<file path="src/hw/rtl/ppna_pkg.sv">
// ppna_pkg: shared codes and types of the ppp negotiation automaton
// event codes, automaton states, layer notices and the result word layout
// no dependencies; imported by the channel interfaces and the top level
package ppna_pkg;

  // field widths
  localparam int unsigned OpW     = 4;
  localparam int unsigned IdW     = 8;
  localparam int unsigned StateW  = 4;
  localparam int unsigned NoticeW = 3;
  localparam int unsigned PeriodW = 16;
  localparam int unsigned CountW  = 8;
  localparam int unsigned CfgIdxW = 2;
  localparam int unsigned CfgW    = 16;

  // event codes
  localparam logic [OpW-1:0] OP_LOWER_UP   = 4'd0;
  localparam logic [OpW-1:0] OP_LOWER_DOWN = 4'd1;
  localparam logic [OpW-1:0] OP_OPEN       = 4'd2;
  localparam logic [OpW-1:0] OP_CLOSE      = 4'd3;
  localparam logic [OpW-1:0] OP_RCR_GOOD   = 4'd4;
  localparam logic [OpW-1:0] OP_RCR_NAK    = 4'd5;
  localparam logic [OpW-1:0] OP_RCR_REJ    = 4'd6;
  localparam logic [OpW-1:0] OP_RCA        = 4'd7;
  localparam logic [OpW-1:0] OP_RCN        = 4'd8;
  localparam logic [OpW-1:0] OP_RTR        = 4'd9;
  localparam logic [OpW-1:0] OP_RTA        = 4'd10;
  localparam logic [OpW-1:0] OP_RUC        = 4'd11;
  localparam logic [OpW-1:0] OP_RXJ_PERM   = 4'd12;
  localparam logic [OpW-1:0] OP_RXJ_BAD    = 4'd13;
  localparam logic [OpW-1:0] OP_TICK       = 4'd14;

  // automaton states
  localparam logic [StateW-1:0] ST_INITIAL  = 4'd0;
  localparam logic [StateW-1:0] ST_STARTING = 4'd1;
  localparam logic [StateW-1:0] ST_CLOSED   = 4'd2;
  localparam logic [StateW-1:0] ST_STOPPED  = 4'd3;
  localparam logic [StateW-1:0] ST_CLOSING  = 4'd4;
  localparam logic [StateW-1:0] ST_STOPPING = 4'd5;
  localparam logic [StateW-1:0] ST_REQ_SENT = 4'd6;
  localparam logic [StateW-1:0] ST_ACK_RCVD = 4'd7;
  localparam logic [StateW-1:0] ST_ACK_SENT = 4'd8;
  localparam logic [StateW-1:0] ST_OPENED   = 4'd9;

  // layer notices
  localparam logic [NoticeW-1:0] N_NONE     = 3'd0;
  localparam logic [NoticeW-1:0] N_UP       = 3'd1;
  localparam logic [NoticeW-1:0] N_DOWN     = 3'd2;
  localparam logic [NoticeW-1:0] N_STARTED  = 3'd3;
  localparam logic [NoticeW-1:0] N_FINISHED = 3'd4;

  // configuration register indexes
  localparam logic [CfgIdxW-1:0] CFG_RESTART_PERIOD = 2'd0;
  localparam logic [CfgIdxW-1:0] CFG_MAX_TERMINATE  = 2'd1;
  localparam logic [CfgIdxW-1:0] CFG_MAX_CONFIGURE  = 2'd2;
  localparam logic [CfgIdxW-1:0] CFG_MAX_FAILURE    = 2'd3;

  // configuration reset values
  localparam logic [PeriodW-1:0] RESTART_PERIOD_RST = 16'd3000;
  localparam logic [CountW-1:0]  MAX_TERMINATE_RST  = 8'd2;
  localparam logic [CountW-1:0]  MAX_CONFIGURE_RST  = 8'd10;
  localparam logic [CountW-1:0]  MAX_FAILURE_RST    = 8'd5;

  // one result word
  typedef struct packed {
    logic [StateW-1:0]  new_state;
    logic [NoticeW-1:0] layer_notice;
    logic               emit_conf_request;
    logic               emit_conf_ack;
    logic               emit_conf_nak;
    logic               emit_conf_reject;
    logic               emit_term_request;
    logic               emit_term_ack;
    logic [IdW-1:0]     term_request_id;
    logic [IdW-1:0]     term_ack_id;
  } ppna_res_t;

endpackage

</file>
<file path="src/hw/rtl/ppna_in_if.sv">
// ppna_in_if: event channel of the ppp negotiation automaton
// valid/ready handshake carrying one event word; uses ppna_pkg
interface ppna_in_if import ppna_pkg::*; ();
  logic           valid;
  logic           ready;
  logic [OpW-1:0] op;
  logic [IdW-1:0] received_id;

  modport source (output valid, output op, output received_id, input ready);
  modport sink (input valid, input op, input received_id, output ready);
endinterface

</file>
<file path="src/hw/rtl/ppna_out_if.sv">
// ppna_out_if: result channel of the ppp negotiation automaton
// valid/ready handshake carrying one result word; uses ppna_pkg
interface ppna_out_if import ppna_pkg::*; ();
  logic               valid;
  logic               ready;
  logic [StateW-1:0]  new_state;
  logic [NoticeW-1:0] layer_notice;
  logic               emit_conf_request;
  logic               emit_conf_ack;
  logic               emit_conf_nak;
  logic               emit_conf_reject;
  logic               emit_term_request;
  logic               emit_term_ack;
  logic [IdW-1:0]     term_request_id;
  logic [IdW-1:0]     term_ack_id;

  modport source (
    output valid, output new_state, output layer_notice,
    output emit_conf_request, output emit_conf_ack, output emit_conf_nak,
    output emit_conf_reject, output emit_term_request, output emit_term_ack,
    output term_request_id, output term_ack_id, input ready
  );
  modport sink (
    input valid, input new_state, input layer_notice,
    input emit_conf_request, input emit_conf_ack, input emit_conf_nak,
    input emit_conf_reject, input emit_term_request, input emit_term_ack,
    input term_request_id, input term_ack_id, output ready
  );
endinterface

</file>
<file path="src/hw/rtl/ppna_top.sv">
// PPP option negotiation automaton: one event per word in, one result word out.
// Each accepted event is decoded against the current automaton state, restart
// counter and restart timer; the next state and the result word are written
// together at the accepting edge, so an event may be accepted on every clock
// cycle while the result register is free or being taken. The single output
// register is refilled in the same cycle it is taken, so input ready follows
// output ready while a result is waiting. Tick events drive the restart timer;
// configuration writes take effect for the next event and are meant to be
// done while no result is pending. No clearing pass is needed after reset.
// depends on ppna_pkg, ppna_in_if, ppna_out_if
module ppp_negotiation_automaton_top import ppna_pkg::*; (
  input  logic               clk_i,
  input  logic               rst_ni,
  input  logic               cfg_we_i,
  input  logic [CfgIdxW-1:0] cfg_idx_i,
  input  logic [CfgW-1:0]    cfg_wdata_i,
  ppna_in_if.sink            in_i,
  ppna_out_if.source         out_o
);

  // configuration registers
  logic [PeriodW-1:0] period_q;
  logic [CountW-1:0]  max_term_q, max_conf_q, max_fail_q;

  // automaton state
  logic [StateW-1:0]  state_q, state_d;
  logic [CountW-1:0]  retry_q, retry_d;
  logic [PeriodW-1:0] cnt_q, cnt_d;
  logic               run_q, run_d;
  logic [IdW-1:0]     req_id_q, req_id_d;

  // result register
  logic               out_vld_q;
  ppna_res_t          res_q, res_d;

  logic               accept;
  logic [StateW-1:0]  st;
  logic               do_irc, do_str, do_rcr;
  logic [CountW-1:0]  irc_n;

  assign in_i.ready = !out_vld_q || out_o.ready;
  assign accept     = in_i.valid && in_i.ready;

  // configuration writes
  always_ff @(posedge clk_i or negedge rst_ni) begin
    if (!rst_ni) begin
      period_q   <= RESTART_PERIOD_RST;
      max_term_q <= MAX_TERMINATE_RST;
      max_conf_q <= MAX_CONFIGURE_RST;
      max_fail_q <= MAX_FAILURE_RST;
    end else if (cfg_we_i) begin
      case (cfg_idx_i)
        CFG_RESTART_PERIOD: period_q   <= cfg_wdata_i;
        CFG_MAX_TERMINATE:  max_term_q <= cfg_wdata_i[CountW-1:0];
        CFG_MAX_CONFIGURE:  max_conf_q <= cfg_wdata_i[CountW-1:0];
        CFG_MAX_FAILURE:    max_fail_q <= cfg_wdata_i[CountW-1:0];
        default: ;
      endcase
    end
  end

  // event decode: next automaton state and result word
  always_comb begin
    st       = (state_q > ST_OPENED) ? ST_INITIAL : state_q;
    state_d  = st;
    retry_d  = retry_q;
    cnt_d    = cnt_q;
    run_d    = run_q;
    req_id_d = req_id_q;
    res_d    = '0;
    do_irc   = 1'b0;
    do_str   = 1'b0;
    do_rcr   = 1'b0;
    irc_n    = '0;

    case (in_i.op)
      OP_LOWER_UP: begin
        if (st == ST_INITIAL) begin
          state_d = ST_CLOSED;
        end else if (st == ST_STARTING) begin
          do_irc = 1'b1; irc_n = max_conf_q;
          res_d.emit_conf_request = 1'b1;
          state_d = ST_REQ_SENT;
        end
      end
      OP_LOWER_DOWN: begin
        case (st)
          ST_CLOSED, ST_CLOSING: state_d = ST_INITIAL;
          ST_STOPPED: begin
            res_d.layer_notice = N_STARTED; state_d = ST_STARTING;
          end
          ST_STOPPING, ST_REQ_SENT, ST_ACK_RCVD, ST_ACK_SENT: state_d = ST_STARTING;
          ST_OPENED: begin
            res_d.layer_notice = N_DOWN; state_d = ST_STARTING;
          end
          default: ;
        endcase
      end
      OP_OPEN: begin
        // restart option: lower down then lower up in one step
        case (st)
          ST_INITIAL: begin
            res_d.layer_notice = N_STARTED; state_d = ST_STARTING;
          end
          ST_CLOSING: state_d = ST_CLOSED;
          ST_CLOSED, ST_STOPPING, ST_STOPPED, ST_OPENED: begin
            if (st == ST_STOPPED) res_d.layer_notice = N_STARTED;
            if (st == ST_OPENED) res_d.layer_notice = N_DOWN;
            do_irc = 1'b1; irc_n = max_conf_q;
            res_d.emit_conf_request = 1'b1;
            state_d = ST_REQ_SENT;
          end
          default: ;
        endcase
      end
      OP_CLOSE: begin
        case (st)
          ST_STARTING: begin
            res_d.layer_notice = N_FINISHED; state_d = ST_INITIAL;
          end
          ST_STOPPED:  state_d = ST_CLOSED;
          ST_STOPPING: state_d = ST_CLOSING;
          ST_OPENED, ST_REQ_SENT, ST_ACK_RCVD, ST_ACK_SENT: begin
            if (st == ST_OPENED) res_d.layer_notice = N_DOWN;
            do_irc = 1'b1; irc_n = max_term_q;
            do_str = 1'b1;
            state_d = ST_CLOSING;
          end
          default: ;
        endcase
      end
      OP_RCR_GOOD, OP_RCR_NAK, OP_RCR_REJ: begin
        case (st)
          ST_CLOSED: res_d.emit_term_ack = 1'b1;
          ST_STOPPED: begin
            do_irc = 1'b1; irc_n = max_conf_q;
            res_d.emit_conf_request = 1'b1;
            do_rcr = 1'b1;
          end
          ST_REQ_SENT, ST_ACK_SENT, ST_ACK_RCVD: do_rcr = 1'b1;
          ST_OPENED: begin
            res_d.layer_notice = N_DOWN;
            res_d.emit_conf_request = 1'b1;
            do_rcr = 1'b1;
          end
          default: ;
        endcase
        if (do_rcr) begin
          if (in_i.op == OP_RCR_GOOD) begin
            res_d.emit_conf_ack = 1'b1;
            if (st == ST_ACK_RCVD) begin
              res_d.layer_notice = N_UP; state_d = ST_OPENED;
            end else begin
              state_d = ST_ACK_SENT;
            end
          end else begin
            if (in_i.op == OP_RCR_REJ) res_d.emit_conf_reject = 1'b1;
            else res_d.emit_conf_nak = 1'b1;
            if (st != ST_ACK_RCVD) state_d = ST_REQ_SENT;
          end
        end
      end
      OP_RCA: begin
        case (st)
          ST_CLOSED, ST_STOPPED: res_d.emit_term_ack = 1'b1;
          ST_REQ_SENT: begin
            do_irc = 1'b1; irc_n = max_conf_q; state_d = ST_ACK_RCVD;
          end
          ST_ACK_RCVD: begin
            res_d.emit_conf_request = 1'b1; state_d = ST_REQ_SENT;
          end
          ST_ACK_SENT: begin
            do_irc = 1'b1; irc_n = max_conf_q;
            res_d.layer_notice = N_UP; state_d = ST_OPENED;
          end
          ST_OPENED: begin
            res_d.layer_notice = N_DOWN;
            res_d.emit_conf_request = 1'b1; state_d = ST_REQ_SENT;
          end
          default: ;
        endcase
      end
      OP_RCN: begin
        case (st)
          ST_CLOSED, ST_STOPPED: res_d.emit_term_ack = 1'b1;
          ST_REQ_SENT: begin
            do_irc = 1'b1; irc_n = max_fail_q;
            res_d.emit_conf_request = 1'b1;
          end
          ST_ACK_RCVD: begin
            res_d.emit_conf_request = 1'b1; state_d = ST_REQ_SENT;
          end
          ST_ACK_SENT: begin
            do_irc = 1'b1; irc_n = max_conf_q;
            res_d.emit_conf_request = 1'b1;
          end
          ST_OPENED: begin
            res_d.layer_notice = N_DOWN;
            res_d.emit_conf_request = 1'b1; state_d = ST_REQ_SENT;
          end
          default: ;
        endcase
      end
      OP_RTR: begin
        case (st)
          ST_INITIAL, ST_STARTING: ;
          ST_OPENED: begin
            res_d.layer_notice = N_DOWN;
            res_d.emit_term_ack = 1'b1;
            do_irc = 1'b1; irc_n = '0;
            state_d = ST_STOPPING;
          end
          ST_REQ_SENT, ST_ACK_RCVD, ST_ACK_SENT: begin
            res_d.emit_term_ack = 1'b1; state_d = ST_REQ_SENT;
          end
          default: res_d.emit_term_ack = 1'b1;
        endcase
      end
      OP_RTA: begin
        case (st)
          ST_CLOSING: begin
            res_d.layer_notice = N_FINISHED; state_d = ST_CLOSED;
          end
          ST_STOPPING: begin
            res_d.layer_notice = N_FINISHED; state_d = ST_STOPPED;
          end
          ST_ACK_RCVD: state_d = ST_REQ_SENT;
          ST_OPENED: begin
            res_d.layer_notice = N_DOWN;
            res_d.emit_conf_request = 1'b1; state_d = ST_REQ_SENT;
          end
          default: ;
        endcase
      end
      OP_RUC: res_d.emit_conf_reject = 1'b1;
      OP_RXJ_PERM: begin
        if (st == ST_ACK_RCVD) state_d = ST_REQ_SENT;
      end
      OP_RXJ_BAD: begin
        case (st)
          ST_OPENED: begin
            res_d.layer_notice = N_DOWN;
            do_irc = 1'b1; irc_n = max_term_q;
            do_str = 1'b1;
            state_d = ST_STOPPING;
          end
          ST_CLOSED, ST_CLOSING: begin
            res_d.layer_notice = N_FINISHED; state_d = ST_CLOSED;
          end
          ST_STOPPED, ST_STOPPING, ST_REQ_SENT, ST_ACK_RCVD, ST_ACK_SENT: begin
            res_d.layer_notice = N_FINISHED; state_d = ST_STOPPED;
          end
          default: ;
        endcase
      end
      OP_TICK: begin
        // restart timer: count down, then retry or give up
        if (run_q) begin
          if (cnt_q > PeriodW'(1)) begin
            cnt_d = cnt_q - PeriodW'(1);
          end else if (retry_q != '0) begin
            case (st)
              ST_CLOSING, ST_STOPPING: do_str = 1'b1;
              ST_ACK_RCVD: begin
                state_d = ST_REQ_SENT; res_d.emit_conf_request = 1'b1;
              end
              ST_REQ_SENT, ST_ACK_SENT: res_d.emit_conf_request = 1'b1;
              default: ;
            endcase
            retry_d = retry_q - CountW'(1);
            cnt_d   = period_q;
          end else begin
            case (st)
              ST_CLOSING: begin
                res_d.layer_notice = N_FINISHED; state_d = ST_CLOSED;
              end
              ST_STOPPING, ST_ACK_RCVD, ST_REQ_SENT, ST_ACK_SENT: begin
                res_d.layer_notice = N_FINISHED; state_d = ST_STOPPED;
              end
              default: ;
            endcase
            run_d = 1'b0;
            cnt_d = '0;
          end
        end
      end
      default: ;
    endcase

    // restart counter load
    if (do_irc) begin
      retry_d = irc_n;
      cnt_d   = period_q;
      run_d   = 1'b1;
    end
    // terminate request with the next id
    if (do_str) begin
      req_id_d                = req_id_q + IdW'(1);
      res_d.emit_term_request = 1'b1;
      res_d.term_request_id   = req_id_d;
    end
    if (res_d.emit_term_ack) res_d.term_ack_id = in_i.received_id;
    res_d.new_state = state_d;
  end

  // automaton registers
  always_ff @(posedge clk_i or negedge rst_ni) begin
    if (!rst_ni) begin
      state_q  <= ST_INITIAL;
      retry_q  <= '0;
      cnt_q    <= '0;
      run_q    <= 1'b0;
      req_id_q <= '0;
    end else if (accept) begin
      state_q  <= state_d;
      retry_q  <= retry_d;
      cnt_q    <= cnt_d;
      run_q    <= run_d;
      req_id_q <= req_id_d;
    end
  end

  // output valid
  always_ff @(posedge clk_i or negedge rst_ni) begin
    if (!rst_ni) begin
      out_vld_q <= 1'b0;
    end else if (accept) begin
      out_vld_q <= 1'b1;
    end else if (out_o.ready) begin
      out_vld_q <= 1'b0;
    end
  end

  // output word
  always_ff @(posedge clk_i) begin
    if (accept) begin
      res_q <= res_d;
    end
  end

  assign out_o.valid             = out_vld_q;
  assign out_o.new_state         = res_q.new_state;
  assign out_o.layer_notice      = res_q.layer_notice;
  assign out_o.emit_conf_request = res_q.emit_conf_request;
  assign out_o.emit_conf_ack     = res_q.emit_conf_ack;
  assign out_o.emit_conf_nak     = res_q.emit_conf_nak;
  assign out_o.emit_conf_reject  = res_q.emit_conf_reject;
  assign out_o.emit_term_request = res_q.emit_term_request;
  assign out_o.emit_term_ack     = res_q.emit_term_ack;
  assign out_o.term_request_id   = res_q.term_request_id;
  assign out_o.term_ack_id       = res_q.term_ack_id;

  // a stopped timer holds no pending count
  assert property (@(posedge clk_i) disable iff (!rst_ni) !run_q |-> cnt_q == '0)
    else $error("restart timer stopped with nonzero count");

  // a tick with the timer stopped leaves the automaton alone
  assert property (@(posedge clk_i) disable iff (!rst_ni)
    (accept && in_i.op == OP_TICK && !run_q) |=> state_q == $past(state_q))
    else $error("tick changed state with timer stopped");

  // terminate request carries the id just stored
  assert property (@(posedge clk_i) disable iff (!rst_ni)
    (accept && res_d.emit_term_request) |=> res_q.term_request_id == req_id_q)
    else $error("terminate request id does not match stored id");

  // layer up only on entering opened
  assert property (@(posedge clk_i) disable iff (!rst_ni)
    (out_vld_q && res_q.layer_notice == N_UP) |-> res_q.new_state == ST_OPENED)
    else $error("layer up reported outside opened");

  // reported state is the stored state after the last event
  assert property (@(posedge clk_i) disable iff (!rst_ni)
    accept |=> res_q.new_state == state_q)
    else $error("result state differs from automaton state");

endmodule
</file>
<file path="src/flat_wrapper.sv">
// flat-port wrapper written by rule: the top's interface ports become plain ports
module ppp_negotiation_automaton_top_flat import ppna_pkg::*;
  (clk_i, rst_ni, cfg_we_i, cfg_idx_i, cfg_wdata_i, in_i_valid, in_i_op, in_i_received_id, in_i_ready, out_o_valid, out_o_new_state, out_o_layer_notice, out_o_emit_conf_request, out_o_emit_conf_ack, out_o_emit_conf_nak, out_o_emit_conf_reject, out_o_emit_term_request, out_o_emit_term_ack, out_o_term_request_id, out_o_term_ack_id, out_o_ready);
  ppna_in_if in_i_i ();
  ppna_out_if out_o_i ();
  input  logic clk_i;
  input  logic rst_ni;
  input  logic cfg_we_i;
  input  logic [CfgIdxW-1:0] cfg_idx_i;
  input  logic [CfgW-1:0] cfg_wdata_i;
  input wire logic [$bits(in_i_i.valid)-1:0] in_i_valid;
  input wire logic [$bits(in_i_i.op)-1:0] in_i_op;
  input wire logic [$bits(in_i_i.received_id)-1:0] in_i_received_id;
  output wire logic [$bits(in_i_i.ready)-1:0] in_i_ready;
  output wire logic [$bits(out_o_i.valid)-1:0] out_o_valid;
  output wire logic [$bits(out_o_i.new_state)-1:0] out_o_new_state;
  output wire logic [$bits(out_o_i.layer_notice)-1:0] out_o_layer_notice;
  output wire logic [$bits(out_o_i.emit_conf_request)-1:0] out_o_emit_conf_request;
  output wire logic [$bits(out_o_i.emit_conf_ack)-1:0] out_o_emit_conf_ack;
  output wire logic [$bits(out_o_i.emit_conf_nak)-1:0] out_o_emit_conf_nak;
  output wire logic [$bits(out_o_i.emit_conf_reject)-1:0] out_o_emit_conf_reject;
  output wire logic [$bits(out_o_i.emit_term_request)-1:0] out_o_emit_term_request;
  output wire logic [$bits(out_o_i.emit_term_ack)-1:0] out_o_emit_term_ack;
  output wire logic [$bits(out_o_i.term_request_id)-1:0] out_o_term_request_id;
  output wire logic [$bits(out_o_i.term_ack_id)-1:0] out_o_term_ack_id;
  input wire logic [$bits(out_o_i.ready)-1:0] out_o_ready;
  assign in_i_i.valid = in_i_valid;
  assign in_i_i.op = in_i_op;
  assign in_i_i.received_id = in_i_received_id;
  assign in_i_ready = in_i_i.ready;
  assign out_o_valid = out_o_i.valid;
  assign out_o_new_state = out_o_i.new_state;
  assign out_o_layer_notice = out_o_i.layer_notice;
  assign out_o_emit_conf_request = out_o_i.emit_conf_request;
  assign out_o_emit_conf_ack = out_o_i.emit_conf_ack;
  assign out_o_emit_conf_nak = out_o_i.emit_conf_nak;
  assign out_o_emit_conf_reject = out_o_i.emit_conf_reject;
  assign out_o_emit_term_request = out_o_i.emit_term_request;
  assign out_o_emit_term_ack = out_o_i.emit_term_ack;
  assign out_o_term_request_id = out_o_i.term_request_id;
  assign out_o_term_ack_id = out_o_i.term_ack_id;
  assign out_o_i.ready = out_o_ready;
  ppp_negotiation_automaton_top u_core (.clk_i(clk_i), .rst_ni(rst_ni), .cfg_we_i(cfg_we_i), .cfg_idx_i(cfg_idx_i), .cfg_wdata_i(cfg_wdata_i), .in_i(in_i_i), .out_o(out_o_i));
endmodule
</file>
<file path="config.mk">
export PLATFORM = sky130hd
export DESIGN_NAME = ppp_negotiation_automaton_top_flat
export DESIGN_NICKNAME = d
export VERILOG_FILES = /design/src/hw/rtl/ppna_pkg.sv /design/src/hw/rtl/ppna_in_if.sv /design/src/hw/rtl/ppna_out_if.sv /design/src/hw/rtl/ppna_top.sv /design/src/flat_wrapper.sv
export SDC_FILE = /design/constraint.sdc
export NUM_CORES = 1
export LEC_CHECK = 0
export BUFFER_PORTS_ARGS = -buffer_cell sky130_fd_sc_hd__buf_4
export CORE_MARGIN = 2
export CORE_UTILIZATION = 45
export DETAILED_ROUTE_END_ITERATION = 10
export PLACE_DENSITY_LB_ADDON = 0.15
export SLEW_MARGIN = 5
export SYNTH_ARGS = -nofsm -noshare
export SYNTH_HDL_FRONTEND = slang
export SYNTH_SLANG_ARGS = --single-unit
</file>
<file path="constraint.sdc">
create_clock -name clk_i -period 4.4 [get_ports clk_i]
set_input_delay 0.22 -clock clk_i [delete_from_list [all_inputs] [get_ports clk_i]]
set_output_delay 0.22 -clock clk_i [all_outputs]
set_load 0.01 [all_outputs]
</file>
==> impl_metrics.toml, run 1 <==
[layout]
fillers = 1278
final_area_um2 = 7230
syn2layout_area_growth_pct = 14.3
antennaDiodeCount = 0
nets = 723
register_area_um2 = 2840
final_cells = 868
multi_input_area_um2 = 3260
final_common_cell = "buf_4"
layout-drive-gt1-share_pct = 23.3
final_cell_mix = "buf_4, dfrtp_1, nor2_1, nand2_1, mux2_2"

[setup_path]
cp.arrival_ps = 3320
path_class = "flop to flop"
end_kind = "flop"
path_depth = 7
worstRegToRegCells = 7
path_max_fanout = 23
timing.rr.start = "u_core.state_q[1]$_DFFE_PN0P_"
critPathTopFamily = "simple AND/OR/NAND/NOR gates"
slowest_stage = "dfrtp_1"
path_buf_inv = 1
cp_cell_sequence = "buf_4 -> or3b_2 -> a221oi_1 -> nor3_2 -> nand2_1 -> o21ai_0 -> a22oi_1"
start_kind = "flop"
cp.required_ps = 4620
worstSetupStartpoint = "u_core.state_q[1]$_DFFE_PN0P_"
cp_slowest_stage_delay_ps = 640

[detailed_routing]
routed_wl_um = 16600
wire_per_inst_um = 19.1
route.met2.wl_um = 7710
drc = 0
via_per_inst = 6.29
routed.top_layer = "met4"
num_vias = 5462
drtIter0Drc = 589
ant_nets = 0
wl_met1_um = 7220
dr.pass1.iters = 6
wl_met3_um = 1250

[synthesis]
synthMuxAreaShare_pct = 7.30
yosys.cell_types.count = 79
yosys_warnings = 0
synthSimpleGateAreaFrac_pct = 21.1
ys_ff_latch = 107
synth_seq_area_share_pct = 44.9
netlist_area_um2 = 6330
synth_top_family_by_area = "simple AND/OR/NAND/NOR gates"
synthAdderAreaFrac_pct = 1.15
synthCells = 644
synth_edf_count = 29
synth_compound_area_share_pct = 20.0
synthArstFlopShare_pct = 72.9
synth_nets = 684
ys.flop_type = "dfrtp_1"
synth.avg_cell_area_um2 = 9.82
synth_xor_area_share_pct = 1.94

[sta]
finalSetupTns_ps = 0
max_freq_mhz = 322
hold_viol = 0
min_period_ps = 3100
fin_hold_ws_ps = 28.1
fin_skew_ps = 9.44
setup_viol = 0
tightest_slew_ps = 980
finalCritPeriodShare_pct = 70.5
finalMaxSlewViolations = 0
relSlewSlack_pct = 34.6
rsz0062_at_grt = "false"

[floorplanning]
floorplan.die.width_um = 123
dieArea_um2 = 15000
core_um2 = 13800
pin_count = 66
initial_core_util_pct = 45.8
die_h_um = 123
fp-row-count = 43

[pwr]
p_total_mw = 3.30
peakVddDrop_v = 0.000375
pwr_density_cell_nw_per_um2 = 457
leakagePower_nw = 2.81

[clocking]
clock-sinks = 107
htreeDepth = 3
clockRootBuffer = "clkbuf_16"
clock_path_buffers = 2
hold_buffers = 0
cts_resized = 0
cts_inserted_buffers = 9
cts_setup_buffers = 0
clock_latency_ps = 350
clk_pin_slew_ps = 70
cts_tree = "built"

[global_route]
grt-ovfl-total = 0
grt_pass1_vias = 5216
grt_max_degree = 79
antenna_found_initial = 0
grt.total_usage_pct = 23.0
grt_pass1_wl_um = 27100

[placed_design]
dp_hpwl_um = 11500
dp.cells = 852
placedInstanceArea_um2 = 6930
port_buffers = 65
gp_congestion = 0.981

[run]
drv_cap = 0

[outcome]
status = "finished clean"

[min_path]
worstHoldPathType = "input pin to async pin"
-- where the power goes --
part           leakage, nW  switching (mW)  internal [mW]
sequential            1.21           0.221           1.24
combinational         1.45           0.590          0.445
clock                0.148           0.347          0.455
-- layout make-up --
cell class / count / share of cell area, %
clock buffers: 14 / 3.96
clock inverters: 2 / 0.190
inverters: 15 / 0.779
multi-input cells: 477 / 45.1
flip-flops and latches: 107 / 39.3
well taps: 180 / 3.12
repair buffers: 73 / 7.58
-- final timing paths --
kind,end,slack (ps)
hold / removal,u_core.req_id_q[2]$_DFFE_PN0P_,30
setup reg to reg,u_core.cnt_q[0]$_DFFE_PN0P_,1300
hold reg to reg,u_core.req_id_q[7]$_DFFE_PN0P_,500
setup / recovery,u_core.cnt_q[0]$_DFFE_PN0P_,1300
min in group clk_i,u_core.out_o.valid$_DFFE_PN0P_,70
max in group asynchronous,u_core.max_fail_q[4]$_DFFE_PN0P_,3740
-- state kept, by name, indices dropped and copies added, names as in the netlist, 4 cells and up --
| name | count |
|---|---|
| u_core.out_o.new_state | 4 |
| u_core.req_id_q | 8 |
| u_core.out_o.term_ack_id | 8 |
| u_core.cnt_q | 16 |
| u_core.max_term_q | 8 |
| u_core.max_conf_q | 8 |
| u_core.retry_q | 8 |
| u_core.state_q | 4 |
| u_core.max_fail_q | 8 |
| u_core.period_q | 16 |
| u_core.out_o.term_request_id | 8 |
-- kinds of logic after synthesis --
family | Yosys count
AO/OA/AOI/OAI | 171
AND/OR/NAND/NOR | 245
XOR/XNOR | 14
flip-flops | 107
adder cells (fa/ha/maj) | 6
multiplexers | 41
buffers and inverters | 60
-- stage by stage --
step	utilization, %	worst slack [ps]
2_1_floorplan	-	1860
3_3_place_gp	50.1	1480
3_5_place_dp	50.1	1420
4_1_cts	52.3	1380
5_1_grt	52.3	1110
6_report	52.3	1300
-- metal layers --
| metal | GRT usage, % | up-vias |
|---|---|---|
| met2 | 35.9 | 233 |
| li1 | - | 2532 |
| met5 | 0 | - |
| met4 | 8.62 | 0 |
| met3 | 4.74 | 31 |
| met1 | 31.6 | 2666 |
-- synth_stat cells, types with 15 or more instances --
cell | n | area share (%)
nor3_1 | 19 | 1.5
a21oi_1 | 26 | 2.1
nor2_1 | 59 | 3.5
nand2_1 | 51 | 3.0
edfxtp_1 | 29 | 14
mux2_2 | 40 | 7.1
o21ai_0 | 32 | 2.5
inv_1 | 15 | 0.89
nand3_1 | 18 | 1.4
dfrtp_1 | 66 | 26
clkbuf_1 | 35 | 2.1
Power figures use the tool's default switching activity.
==> run 2, diff against run 1 <==
clock period = 2.7 ns   (was 4.4 ns; I/O delays follow)
==> impl_metrics.toml, run 2 (same netlist as run 1, synthesis figures left out) <==
[outcome]
status = "finished clean"

[placed_design]
place_ws_ps = 11.0
gp_congestion = 0.928
placedInstanceArea_um2 = 7280
port_buffers = 65
dp_hpwl_um = 12500
dp.cells = 895

[min_path]
min_from = "cfg_wdata_i[10]"
holdPathStages = 2
worstHoldPathType = "input pin to flop"
min_to = "u_core.period_q[10]$_DFFE_PN0P_"

[detailed_routing]
routed_wl_um = 17700
routed.top_layer = "met4"
wl_met3_um = 1200
ant_nets = 0
num_vias = 5718
wl_met1_um = 7550
via_per_inst = 6.22
wire_per_inst_um = 19.2
drtIter0Drc = 544
drc = 0
route.met2.wl_um = 8470
dr.pass1.iters = 7

[floorplanning]
pin_count = 66
core_um2 = 13800
die_h_um = 123
dieArea_um2 = 15000
initial_core_util_pct = 45.8
floorplan.die.width_um = 123
fp-row-count = 43

[sta]
tightest_slew_ps = 1010
max_freq_mhz = 383
setup_viol = 0
finalCritPeriodShare_pct = 96.7
min_period_ps = 2610
finalSetupTns_ps = 0
relSlewSlack_pct = 32.6
hold_viol = 0
setup_ws_ps = 89.3
finalMaxSlewViolations = 0
fin_skew_ps = 12.2
fin_hold_ws_ps = 7.83
rsz0062_at_grt = "false"

[layout]
syn2layout_area_growth_pct = 21.4
antennaDiodeCount = 0
final_common_cell = "buf_4"
final_cell_mix = "buf_4, dfrtp_1, nor2_1, nand2_1, mux2_2"
final_cells = 919
fillers = 1214
layout-drive-gt1-share_pct = 28.7
largest_registers = "u_core.cnt_q (16), u_core.period_q (16)"
nets = 774
final_area_um2 = 7680

[clocking]
clock_path_buffers = 2
clock-sinks = 107
clockRootBuffer = "clkbuf_16"
clk_pin_slew_ps = 80
cts_inserted_buffers = 9
cts_tree = "built"
clock_latency_ps = 370
htreeDepth = 3

[setup_path]
cp.arrival_ps = 2890
start_kind = "flop"
end_kind = "flop"
slowest_stage = "or4_4"
crit_top_cell = "or4_4"
cp.required_ps = 2980
rrSetupSlack_ps = 90
worstRegToRegCells = 7
path_class = "flop to flop"
cp_slowest_stage_delay_ps = 570
timing.rr.end = "u_core.req_id_q[6]$_DFFE_PN0P_"
cp_cell_sequence = "or4_4 -> or4_4 -> nor3_4 -> a31oi_4 -> buf_4 -> nor3_1 -> xor2_1"
timing.rr.start = "u_core.cnt_q[5]$_DFFE_PN0P_"
path_max_fanout = 14

[global_route]
grt_max_degree = 79
grt_pass1_vias = 5516
grt.total_usage_pct = 24.4
antenna_found_initial = 0
grt_pass1_wl_um = 28600
grt-ovfl-total = 0

[pwr]
leakagePower_nw = 3.06
peakVddDrop_v = 0.000414
pwr_density_cell_nw_per_um2 = 739

[run]
drv_cap = 0
==> run 2: area by class of cell <==
cell class	instances	area (um2)	area share [%]
repair buffers	124	971	12.6
clock inverters	6	82.6	1.08
well taps	180	225	2.93
inverters	15	56.3	0.733
flip-flops and latches	107	2840	37.0
clock buffers	10	229	2.98
multi-input cells	477	3280	42.7
==> run 2: worst max-delay path: cells and delay by family (launching register included) <==
family                    cells  cell delay, ps
and+or+nand+nor               4            1590
DFF                           1             410
AOI/OAI and AO/OA             1             140
xor gates and xnor gates      1             180
buffers and inverters         1             220
==> run 2: metrics by stage <==
step	total power [mW]	util, %
after floorplan	3.53	-
after global placement	4.21	52.6
after detailed placement	4.25	52.6
after CTS	5.67	55.3
after global routing	5.98	55.6
final	5.67	55.6
==> run 2: power breakdown <==
| part | switching [mW] | total (mW) | internal, mW |
|---|---|---|---|
| clock network | 0.661 | 1.40 | 0.742 |
| logic | 1.06 | 1.94 | 0.875 |
| registers | 0.308 | 2.33 | 2.02 |
| total | 2.03 | 5.67 | 3.64 |
==> run 2: worst max path at each step <==
| stage | to | start | depth (start not counted) |
|---|---|---|---|
| 2_1_floorplan | u_core.req_id_q[1]$_DFFE_PN0P_ | u_core.cnt_q[5]$_DFFE_PN0P_ | 6 |
| 3_3_place_gp | u_core.req_id_q[4]$_DFFE_PN0P_ | u_core.cnt_q[5]$_DFFE_PN0P_ | 7 |
| 3_5_place_dp | u_core.req_id_q[6]$_DFFE_PN0P_ | u_core.cnt_q[5]$_DFFE_PN0P_ | 7 |
| 4_1_cts | u_core.req_id_q[6]$_DFFE_PN0P_ | u_core.cnt_q[5]$_DFFE_PN0P_ | 7 |
| 5_1_grt | u_core.req_id_q[6]$_DFFE_PN0P_ | u_core.cnt_q[4]$_DFFE_PN0P_ | 7 |
| 6_report | u_core.req_id_q[6]$_DFFE_PN0P_ | u_core.cnt_q[5]$_DFFE_PN0P_ | 7 |
==> run 2: per-layer routing <==
layer  GRT usage [%]  vias up
met5               0        -
met4            8.98        0
met3            4.46       36
met2            39.2      253
met1            33.0     2791
li1                -     2638
==> run 2: timing repair <==
action / 4_1_cts / 5_1_grt
gates resized for setup: 0 / 5
setup buffers: 0 / 2
setup endpoints to repair: 0 / 8
hold endpoints to repair: 71 / 0
hold buffers: 6 / 0
==> run 3, diff against run 2 <==
ABC_AREA = 1   (was unset)
==> impl_metrics.toml, run 3 <==
[synthesis]
synth_commonest_cells = "nand2_1, nor2_1, inv_1"
synth_area_leaders = "dfrtp_1, nand2_1, edfxtp_1"
synth_seq_area_share_pct = 45.1
ys_ff_latch = 107
yosys.cell_types.count = 45
synthArstFlopShare_pct = 72.9
synth_edf_count = 29
yosys_warnings = 0
netlist_area_um2 = 6290
post-synth-top-count-cell = "nand2_1"
synthCells = 825
synth_nets = 865
synth.top_cell.area_share_pct = 26.2
synth_top_area_cell = "dfrtp_1"
synth.avg_cell_area_um2 = 7.63
ys.flop_type = "dfrtp_1"

[setup_path]
rrSetupSlack_ps = 310
start_kind = "flop"
cp.arrival_ps = 2690
worstSetupStartpoint = "u_core.cnt_q[0]$_DFFE_PN0P_"
timing.rr.end = "u_core.state_q[1]$_DFFE_PN0P_"
end_kind = "flop"
slowest_stage = "dfrtp_1"
cp_slowest_stage_delay_ps = 420
cp.required_ps = 3000
path_buf_inv = 1
path_max_fanout = 12
timing.rr.start = "u_core.cnt_q[0]$_DFFE_PN0P_"
cp_cell_sequence = "inv_1 -> ha_1 -> nand2_1 -> nor2_1 -> nand2_1 -> nand2_1 -> nand4_1 -> nand3_1 -> nand2_1 -> nand3_1 -> nand2_1 -> nand2_1"
crit_top_cell = "nand2_1"
worstRegToRegCells = 12
critPathTopFamily = "simple AND/OR/NAND/NOR gates"
path_class = "flop to flop"

[layout]
fillers = 1388
final_cell_mix = "nand2_1, nor2_1, buf_4, inv_1, nand3_1"
layout-drive-gt1-share_pct = 15.9
nets = 934
syn2layout_area_growth_pct = 15.7
antennaDiodeCount = 0
largest_registers = "u_core.cnt_q (16), u_core.period_q (16)"
final_cells = 1079
final_common_cell = "nand2_1"

[sta]
setup_viol = 0
min_period_ps = 2390
fin_hold_ws_ps = 11.5
setup_ws_ps = 306
finalCritPeriodShare_pct = 88.7
hold_viol = 0
relSlewSlack_pct = 34.5
fin_skew_ps = 9.22
finalMaxSlewViolations = 0
tightest_slew_ps = 982
finalSetupTns_ps = 0
max_freq_mhz = 418
rsz0062_at_grt = "false"

[floorplanning]
fp-row-count = 43
die_h_um = 122
dieArea_um2 = 14900
pin_count = 66
floorplan.die.width_um = 122
core_um2 = 13800
initial_core_util_pct = 45.7

[placed_design]
dp_hpwl_um = 13000
dp.cells = 1062
place_ws_ps = 297
gp_congestion = 1.00
port_buffers = 65

[global_route]
grt_pass1_vias = 5529
grt.total_usage_pct = 23.9
antenna_found_initial = 0
grt-ovfl-total = 0
grt_max_degree = 79
grt_pass1_wl_um = 27700

[clocking]
clk_pin_slew_ps = 80
cts_inserted_buffers = 9
clock-sinks = 107
cts_tree = "built"
clockRootBuffer = "clkbuf_16"
clock_latency_ps = 360
htreeDepth = 3
clock_path_buffers = 2

[detailed_routing]
via_per_inst = 5.40
dr.pass1.iters = 6
wire_per_inst_um = 15.8
routed_wl_um = 17100
drc = 0
drtIter0Drc = 444
ant_nets = 0
num_vias = 5827

[min_path]
min_to = "u_core.period_q[15]$_DFFE_PN0P_"
worstHoldPathType = "input pin to flop"
min_from = "cfg_wdata_i[15]"
holdPathStages = 2

[pwr]
leakagePower_nw = 3.60
pwr_density_cell_nw_per_um2 = 705
peakVddDrop_v = 0.000384
p_total_mw = 5.13

[run]
drv_cap = 0

[outcome]
status = "finished clean"
[run 3: cell types whose count changed after synthesis, sizes merged, moves of 9 or more]
cell    before  now
mux2        41    4
nand3       18   75
nand2b      11    0
inv         15   84
o21ai       32   78
and2         9    0
clkbuf      35   10
nor3        21    7
nand2       51  270
a21oi       26   16
a31oi       11    1
nor2        59   88
[run 3: final cells by class]
type                            count  area, um2  share of cell area [%]
Clock buffer                       10        229                    3.15
Clock inverter                      6       61.3                   0.842
Inverter                           85        322                    4.42
Multi-Input combinational cell    610       2990                    41.1
Sequential cell                   107       2840                    39.0
Tap cell                          180        225                    3.09
Timing Repair Buffer               81        611                    8.39
[run 3: timing repair]
action,4_1_cts,5_1_grt
hold buffers,1,0
resized for setup,0,1
endpoints found under the hold margin,64,0
buffers inserted,0,0
endpoints found under the setup margin,0,5
[run 3: report_power, final]
part,leakage [nW],internal (mW),switching (mW)
Combinational,2.20,0.573,1.10
Sequential,1.26,1.94,0.223
Clock,0.138,0.648,0.645
Total,3.60,3.16,1.97
[run 3: logic make-up (layout without fill, tap and decap cells)]
family | after synthesis | after routing | share of synthesized area, %
mux | 4 | 4 | 0.716
fa+ha+maj | 5 | 5 | 0.994
xor+xnor | 21 | 21 | 2.92
simple gates | 463 | 463 | 32.3
flops | 107 | 107 | 45.1
buf+inv | 108 | 182 | 7.36
compound gates | 117 | 117 | 10.6
[run 3: worst register-to-register path, delay by kind of cell (launching register included)]
kind                     cells  cell delay (ps)
buffers and inverters        1              150
adder cells (fa/ha/maj)      1              240
AND/OR/NAND/NOR             10             1520
flip-flops                   1              420
[run 3: how the worst max path moves through the flow]
stage | endpoint | slack, ps | cells past startpoint
3_3_place_gp | u_core.out_o.new_state[0]$_DFFE_PP_ | 280 | 10
4_1_cts | u_core.retry_q[5]$_DFFE_PN0P_ | 270 | 12
2_1_floorplan | u_core.cnt_q[2]$_DFFE_PN0P_ | 360 | 7
3_5_place_dp | u_core.retry_q[0]$_DFFE_PN0P_ | 300 | 12
6_report | u_core.state_q[1]$_DFFE_PN0P_ | 310 | 12
5_1_grt | u_core.retry_q[5]$_DFFE_PN0P_ | 20 | 9
[run 3: per-layer routing]
metal  routed length [um]  GRT usage, %  up-vias  share of wire, %
met5                    0             0        -                 0
met4                  808          13.5        0               4.7
met3                  963          4.18       63               5.6
met1                 7270          29.8     2715                43
met2                 8060          39.1      216                47
li1                     -             -     2833                 -
[run 3: per-stage QoR]
step	area (um2)	utilization (%)
floorplan	6290	-
global placement	6980	50.7
detailed placement	6980	50.7
CTS	7280	52.8
global route	7280	52.9
finish	7280	52.9
